## src/escaped_command_packet_decoder_defines.svh

```systemverilog
// Assertion macros shared by the escaped command packet decoder RTL.
// Each macro expects signals named clock and reset in the enclosing module.
`ifndef ESCAPED_COMMAND_PACKET_DECODER_DEFINES_SVH
`define ESCAPED_COMMAND_PACKET_DECODER_DEFINES_SVH

// Same-cycle implication, checked outside reset.
`define ECPD_ASSERT_SAME(label, ante, cons) \
   label: assert property (@(posedge clock) disable iff (reset) (ante) |-> (cons)) \
      else $error("ECPD assertion failed");

// Next-cycle implication, checked outside reset.
`define ECPD_ASSERT_NEXT(label, ante, cons) \
   label: assert property (@(posedge clock) disable iff (reset) (ante) |=> (cons)) \
      else $error("ECPD assertion failed");

`endif

```

## src/ecpd_pkg.sv

```systemverilog
// Package for the escaped command packet decoder: constants, phase type and
// the stage payload struct. No dependencies.
package ecpd_pkg;

   localparam logic [7:0]  SYNC_BYTE    = 8'hFF;
   localparam logic [7:0]  FORCED_BYTE  = 8'hFF;
   localparam logic [7:0]  CMD_LED_ON   = 8'd2;
   localparam logic [7:0]  CMD_LED_OFF  = 8'd3;
   localparam logic [16:0] FULL_SCALE   = 17'd65535;
   localparam logic [15:0] PERIOD_RESET = 16'd1000;

   typedef enum logic [2:0] {
      PH_HUNT   = 3'd0,
      PH_CMD    = 3'd1,
      PH_HIGH   = 3'd2,
      PH_LOW    = 3'd3,
      PH_ESCAPE = 3'd4
   } phase_type;

   typedef struct packed {
      logic [7:0]  command;
      logic [15:0] value;
      logic        led_on;
      logic [31:0] product;
   } stage_type;

endpackage

```

## src/ecpd_duty.sv

```systemverilog
// Divides a 32-bit product by 65535 with a shift, an add and one compare.
// Depends on ecpd_pkg.
module ecpd_duty
   import ecpd_pkg::*;
(
   input  logic [31:0] product,
   output logic [15:0] duty
);

   logic [15:0] quot_est;
   logic [16:0] rem_est;

   // product = quot_est*65535 + (quot_est + low half); the remainder estimate
   // stays below twice the divisor, so a single correction suffices.
   always_comb begin
      quot_est = product[31:16];
      rem_est  = {1'b0, quot_est} + {1'b0, product[15:0]};
      duty     = quot_est + {15'd0, (rem_est >= FULL_SCALE)};
   end

endmodule

```

## src/escaped_command_packet_decoder.sv

```systemverilog
// Escaped command packet decoder: takes one received byte per word, finds
// framed five-byte packets and returns command, value, LED flag and PWM duty.
// Depends on ecpd_pkg, ecpd_duty and escaped_command_packet_decoder_defines.svh.
//
// A byte word is accepted every cycle that the result side keeps up. Bytes are
// hunted for the start byte 255, then command, data high, data low and escape
// bytes follow; the escape byte yields one result word via the first stage and
// then the output register. The first stage holds the 16 x 16 multiply
// of value by the PWM period, the second the correction that divides by 65535.
// The period register should be written only while no packet is in flight.
`include "escaped_command_packet_decoder_defines.svh"

module escaped_command_packet_decoder
   import ecpd_pkg::*;
(
   input  logic        clock,
   input  logic        reset,
   input  logic        req_valid,
   output logic        req_stall,
   input  logic [7:0]  req_rx_byte,
   output logic        rsp_valid,
   input  logic        rsp_stall,
   output logic [7:0]  rsp_command,
   output logic [15:0] rsp_value,
   output logic        rsp_led_on,
   output logic [15:0] rsp_duty_count,
   input  logic        csr_wr_en,
   input  logic [15:0] csr_wr_data
);

   phase_type   phase_ff, phase_in;
   logic [7:0]  held_command_ff;
   logic [7:0]  held_high_ff;
   logic [7:0]  held_low_ff;
   logic        led_flag_ff, led_flag_in;
   logic [15:0] pwm_period_ff;

   logic        req_accept;
   logic        fire;
   logic [15:0] value_in;
   logic [7:0]  high_byte;
   logic [7:0]  low_byte;

   logic        s1_valid_ff;
   stage_type   s1_ff, s1_in;
   logic        s1_load;
   logic        out_free;

   logic        rsp_valid_ff;
   logic [7:0]  rsp_command_ff;
   logic [15:0] rsp_value_ff;
   logic        rsp_led_on_ff;
   logic [15:0] rsp_duty_ff;
   logic [15:0] duty;

   assign out_free   = !rsp_valid_ff || !rsp_stall;
   assign s1_load    = !s1_valid_ff || out_free;
   assign req_stall  = !s1_load;
   assign req_accept = req_valid && !req_stall;

   // Next phase.
   always_comb begin
      phase_in = phase_ff;
      if (req_accept) begin
         unique case (phase_ff)
            PH_CMD:    phase_in = PH_HIGH;
            PH_HIGH:   phase_in = PH_LOW;
            PH_LOW:    phase_in = PH_ESCAPE;
            PH_ESCAPE: phase_in = PH_HUNT;
            default:   phase_in = (req_rx_byte == SYNC_BYTE) ? PH_CMD : PH_HUNT;
         endcase
      end
   end

   // Packet completion on the escape byte.
   always_comb begin
      fire        = req_accept && (phase_ff == PH_ESCAPE);
      high_byte   = req_rx_byte[0] ? FORCED_BYTE : held_high_ff;
      low_byte    = req_rx_byte[1] ? FORCED_BYTE : held_low_ff;
      value_in    = {high_byte, low_byte};
      led_flag_in = led_flag_ff;
      if (fire) begin
         case (held_command_ff)
            CMD_LED_ON:  led_flag_in = 1'b1;
            CMD_LED_OFF: led_flag_in = 1'b0;
            default:     led_flag_in = led_flag_ff;
         endcase
      end
      s1_in.command = held_command_ff;
      s1_in.value   = value_in;
      s1_in.led_on  = led_flag_in;
      s1_in.product = value_in * pwm_period_ff;
   end

   always_ff @(posedge clock) begin
      if (reset) begin
         phase_ff      <= PH_HUNT;
         led_flag_ff   <= 1'b0;
         pwm_period_ff <= PERIOD_RESET;
      end else begin
         phase_ff    <= phase_in;
         led_flag_ff <= led_flag_in;
         if (csr_wr_en) begin
            pwm_period_ff <= csr_wr_data;
         end
      end
   end

   always_ff @(posedge clock) begin
      if (reset) begin
         held_command_ff <= 8'd0;
         held_high_ff    <= 8'd0;
         held_low_ff     <= 8'd0;
      end else begin
         if (req_accept && (phase_ff == PH_CMD)) begin
            held_command_ff <= req_rx_byte;
         end
         if (req_accept && (phase_ff == PH_HIGH)) begin
            held_high_ff <= req_rx_byte;
         end
         if (req_accept && (phase_ff == PH_LOW)) begin
            held_low_ff <= req_rx_byte;
         end
      end
   end

   always_ff @(posedge clock) begin
      if (reset) begin
         s1_valid_ff <= 1'b0;
      end else if (s1_load) begin
         s1_valid_ff <= fire;
      end
   end

   always_ff @(posedge clock) begin
      if (s1_load && fire) begin
         s1_ff <= s1_in;
      end
   end

   ecpd_duty u_duty (
      .product (s1_ff.product),
      .duty    (duty)
   );

   always_ff @(posedge clock) begin
      if (reset) begin
         rsp_valid_ff <= 1'b0;
      end else if (out_free) begin
         rsp_valid_ff <= s1_valid_ff;
      end
   end

   always_ff @(posedge clock) begin
      if (out_free && s1_valid_ff) begin
         rsp_command_ff <= s1_ff.command;
         rsp_value_ff   <= s1_ff.value;
         rsp_led_on_ff  <= s1_ff.led_on;
         rsp_duty_ff    <= duty;
      end
   end

   assign rsp_valid      = rsp_valid_ff;
   assign rsp_command    = rsp_command_ff;
   assign rsp_value      = rsp_value_ff;
   assign rsp_led_on     = rsp_led_on_ff;
   assign rsp_duty_count = rsp_duty_ff;

   `ECPD_ASSERT_SAME(a_stall_needs_work, req_stall, s1_valid_ff && rsp_valid_ff)
   `ECPD_ASSERT_NEXT(a_stage_moves, s1_valid_ff && out_free, rsp_valid_ff)
   `ECPD_ASSERT_NEXT(a_led_only_on_packet, !fire, $stable(led_flag_ff))
   `ECPD_ASSERT_NEXT(a_hunt_needs_start, (phase_ff == PH_HUNT) && !(req_accept && (req_rx_byte == SYNC_BYTE)), phase_ff == PH_HUNT)

endmodule

```

## config.mk

```make
export PLATFORM = sky130hd
export DESIGN_NAME = escaped_command_packet_decoder
export DESIGN_NICKNAME = d
export VERILOG_FILES = /design/src/ecpd_pkg.sv /design/src/ecpd_duty.sv /design/src/escaped_command_packet_decoder.sv
export VERILOG_INCLUDE_DIRS = /design/src /design/src/src
export SDC_FILE = /design/constraint.sdc
export NUM_CORES = 1
export LEC_CHECK = 0
export ABC_CLOCK_PERIOD_IN_PS = 9700
export BUFFER_PORTS_ARGS = -buffer_cell sky130_fd_sc_hd__buf_2
export CORE_MARGIN = 4
export CORE_UTILIZATION = 55
export CTS_CLUSTER_SIZE = 24
export DETAILED_ROUTE_END_ITERATION = 7
export PLACE_DENSITY = 0.73
export SLEW_MARGIN = 20
export SYNTH_ARGS = -nofsm -noshare
export SYNTH_HDL_FRONTEND = slang
export SYNTH_HIERARCHICAL = 1
export SYNTH_SLANG_ARGS = --single-unit
```

## constraint.sdc

```tcl
create_clock -name clock -period 9.7 [get_ports clock]
set_clock_uncertainty 0.15 [all_clocks]
set_input_delay 1.455 -clock clock [delete_from_list [all_inputs] [get_ports clock]]
set_output_delay 1.455 -clock clock [all_outputs]
set_load 0.1 [all_outputs]
```

==> results.sh <==
export IMPL_reg2reg_to="s1_ff[30]"
export IMPL_hold_depth=0
export IMPL_cts_sinks=144
export IMPL_n_antenna_cell=0
export IMPL_min_from="s1_ff[52]"
export IMPL_timing_setup_tns_ns=0
export IMPL_viasPerCell=5.64
export IMPL_grt_pass1_wl_mm=56.5
export IMPL_dr_total_vias=10500
export IMPL_rsz0062_at_grt="no"
export IMPL_clkLatencyLatePin_ns=0.44
export IMPL_p_sw_share_pct=48.4
export IMPL_drv_slew=0
export IMPL_ys_seq_elements=144
export IMPL_fillers=2165
export IMPL_cts_resized_gates=0
export IMPL_floorplan_die_height_um=172
export IMPL_grt_ovfl_total=0
export IMPL_cts_tree="yes"
export IMPL_routedWlPerCell_um=18.2
export IMPL_clockBufferDepth=2
export IMPL_grt_use_total_pct=24.3
export IMPL_setup_worst_path_class="in -> reg"
export IMPL_root_buffer="clkbuf_16"
export IMPL_share_comb_of_total_power_pct=69.6
export IMPL_cp_end_kind="register"
export IMPL_power_mw=5.01
export IMPL_cellLeakagePower_nw=7.62
export IMPL_die_area_mm2=0.0296
export IMPL_drc=0
export IMPL_status="complete, no violations"
export IMPL_stdcell_count=1865
export IMPL_wirelength_mm=34.0
export IMPL_yosysWarnings=6
export IMPL_min_period_ns=7.24
export IMPL_drt_iter0_drc=593
export IMPL_start_kind="input pin"
export IMPL_ys_flop_type="edfxtp_1"
export IMPL_cp_arrival_ns=7.28
export IMPL_peakVddDrop_mv=0.372
export IMPL_syn_avg_cell_area_um2=9.89
export IMPL_numCtsBuffers=17
export IMPL_setup_violations=0
export IMPL_drive_above_1_share_pct=9.74
export IMPL_synthCells=1498
export IMPL_nNetsFinal=1863
export IMPL_synthesis_nets=1844
export IMPL_synth_edf_count=98
export IMPL_dr_pass1_iters=5
export IMPL_r2r_start="pwm_period_ff[7]"
export IMPL_antenna_found_initial=0
export IMPL_power_density_mw_per_mm2=315
export IMPL_relSlewSlack_pct=36.4
export IMPL_h_tree_depth=4
export IMPL_io_pins=72
export IMPL_ant_nets=0
export IMPL_internal_power_mw=2.59
export IMPL_fmax_mhz=138
export IMPL_synth_distinct_cells=71
export IMPL_met3_usage_pct=4.57
export IMPL_p_clk_share_pct=13.7
export IMPL_post_dp_hpwl_mm=26.4
export IMPL_met2_usage_pct=41.7
export IMPL_tightest_slew_ns=0.954
export IMPL_io_buffers=71
export IMPL_place_congestion=0.887
export IMPL_ff2ff_path_depth=20
export IMPL_holdPathEnd="rsp_command[3]"
export IMPL_grt_pass1_vias=11200
export IMPL_post_cts_buffers=0
export IMPL_fin_crit_sh_pct=74.6
export IMPL_netSwitchingPower_mw=2.43
export IMPL_rows=59
export IMPL_grt_busiest_layer="met2"
export IMPL_final_hold_viol_count=0
export IMPL_synthArstFlopShare_pct=0
export IMPL_hold_buffers=0
export IMPL_syn_area_mm2=0.0148
export IMPL_start_util_pct=56.4
export IMPL_crit_required_ns=9.74
export IMPL_ys_seq_area_share_pct=26.1
export IMPL_seqPwrFrac_pct=16.7
export IMPL_path_clk_slew_ns=0.08
export IMPL_dp_cells=1833
export IMPL_fin_hold_ws_ns=0.270
export IMPL_r2r_slack_ns=3.24
export IMPL_crit_path_max_fanout=17
export IMPL_grt_max_degree=51
export IMPL_syn2layout_area_growth_pct=7.35
export IMPL_die_w_um=172
export IMPL_worstHoldPathType="reg -> reg"
export IMPL_maxCapViolations=0
export IMPL_use_met1_pct=30.0
export IMPL_coreArea_mm2=0.0263
-- final cells by class --
type / instances / area [um^2] / area share, %
clock inverter: 15 / 166 / 1.05
tap: 335 / 419 / 2.64
inverter: 248 / 931 / 5.85
timing repair buffer: 73 / 370 / 2.33
clock buffer: 17 / 425 / 2.68
sequential: 144 / 3860 / 24.3
multi-input combinational: 1033 / 9720 / 61.2
-- sequential cells by signal, summed over array words and instances (netlist names) --
register,flops
s1_ff,57
pwm_period_ff,16
rsp_duty_count,16
rsp_value,16
held_command_ff,8
held_high_ff,8
held_low_ff,8
rsp_command,8
phase_ff,3
led_flag_ff,1
rsp_led_on,1
rsp_valid,1
s1_valid_ff,1
-- worst max-delay path, cell delays in order --
cell,delay (ns)
buf_2,0.16
or2_2,0.48
and2_1,0.25
fa_1,0.53
inv_1,0.05
fa_1,0.47
inv_1,0.05
fa_1,0.49
fa_1,0.50
fa_1,0.49
inv_1,0.05
fa_1,0.47
inv_1,0.04
ha_1,0.36
a21oi_1,0.31
o21ai_0,0.19
nor3_1,0.28
o31ai_2,0.13
a31oi_1,0.26
o21ai_1,0.11
xor2_1,0.14
-- synth_stat cells (5+ instances only) --
master | number | area [um^2]
inv_1 | 248 | 931
fa_1 | 195 | 3900
nand2_1 | 186 | 698
ha_1 | 122 | 1530
and2_1 | 119 | 744
edfxtp_1 | 98 | 2940
nor2_1 | 72 | 270
clkbuf_1 | 61 | 229
dfxtp_1 | 46 | 921
a21oi_1 | 38 | 190
mux2i_1 | 37 | 370
xnor2_1 | 29 | 254
a21o_1 | 23 | 173
nand3_1 | 23 | 115
or2_2 | 18 | 113
nand4_1 | 15 | 93.8
o21ai_0 | 15 | 75.1
xor2_1 | 15 | 131
nor2b_1 | 9 | 56.3
a211o_1 | 8 | 70.1
and3_1 | 8 | 50.1
a21oi_2 | 6 | 52.6
buf_2 | 6 | 30.0
o21a_1 | 6 | 45.0
nor3_1 | 5 | 25.0
o211ai_1 | 5 | 37.5
o21bai_1 | 5 | 37.5
-- metrics by stage --
step                      setup slack, ns  utilization [%]  cell area, um^2
after floorplan                      2.27                -            14800
after global placement               2.13             58.3            15300
after detailed placement             2.08             58.3            15300
after CTS                            2.51             60.5            15900
after global routing                 2.28             60.5            15900
final                                2.46             60.5            15900
-- power groups by stage --
stage	clock network [mW]	registers [mW]	logic, mW
2_1_floorplan	0	0.832	2.73
3_3_place_gp	0	0.851	3.40
3_5_place_dp	0	0.851	3.44
4_1_cts	0.698	0.837	3.50
5_1_grt	0.728	0.840	3.94
6_report	0.687	0.839	3.49
-- how the worst max path moves through the flow --
stage / start / to / cells after the start
floorplan: req_rx_byte[0] / s1_ff[27] / 22
global placement: req_rx_byte[1] / s1_ff[30] / 21
detailed placement: req_rx_byte[0] / s1_ff[30] / 21
CTS: req_rx_byte[0] / s1_ff[30] / 21
global route: req_rx_byte[0] / s1_ff[30] / 21
finish: req_rx_byte[0] / s1_ff[30] / 21
-- per-layer routing --
layer | vias up | part of all wire, % | wire length, um
met5 | - | 0 | 0
met4 | 0 | 4.3 | 1450
met3 | 106 | 4.9 | 1650
met2 | 326 | 50 | 17100
met1 | 5259 | 41 | 13800
li1 | 4825 | - | -
-- logic make-up (layout without fill, tap and decap cells) --
family	Yosys count	count (layout)	synth area share, %
AND/OR/NAND/NOR	478	478	15.9
adder cells (fa/ha/maj)	317	317	36.7
XOR/XNOR	44	44	2.60
AO/OA/AOI/OAI	156	156	7.87
flip-flops	144	144	26.1
multiplexers	38	38	2.58
buffers and inverters	321	353	8.34
-- placed cells by master, fill, tap and decap left out, types with 6 or more instances in the layout --
| cell type | count |
|---|---|
| o21a_1 | 6 |
| a211o_1 | 8 |
| fa_1 | 195 |
| nand2_1 | 186 |
| a21o_1 | 23 |
| a21oi_1 | 38 |
| nor2b_1 | 9 |
| and3_1 | 8 |
| nor2_1 | 72 |
| xnor2_1 | 29 |
| nand3_1 | 23 |
| mux2i_1 | 37 |
| clkbuf_16 | 17 |
| xor2_1 | 15 |
| dfxtp_1 | 46 |
| a21oi_2 | 6 |
| edfxtp_1 | 98 |
| o21ai_0 | 15 |
| buf_2 | 71 |
| ha_1 | 122 |
| or2_2 | 18 |
| nand4_1 | 15 |
| and2_1 | 119 |
| inv_1 | 247 |
(Power assumes the default switching activity.)
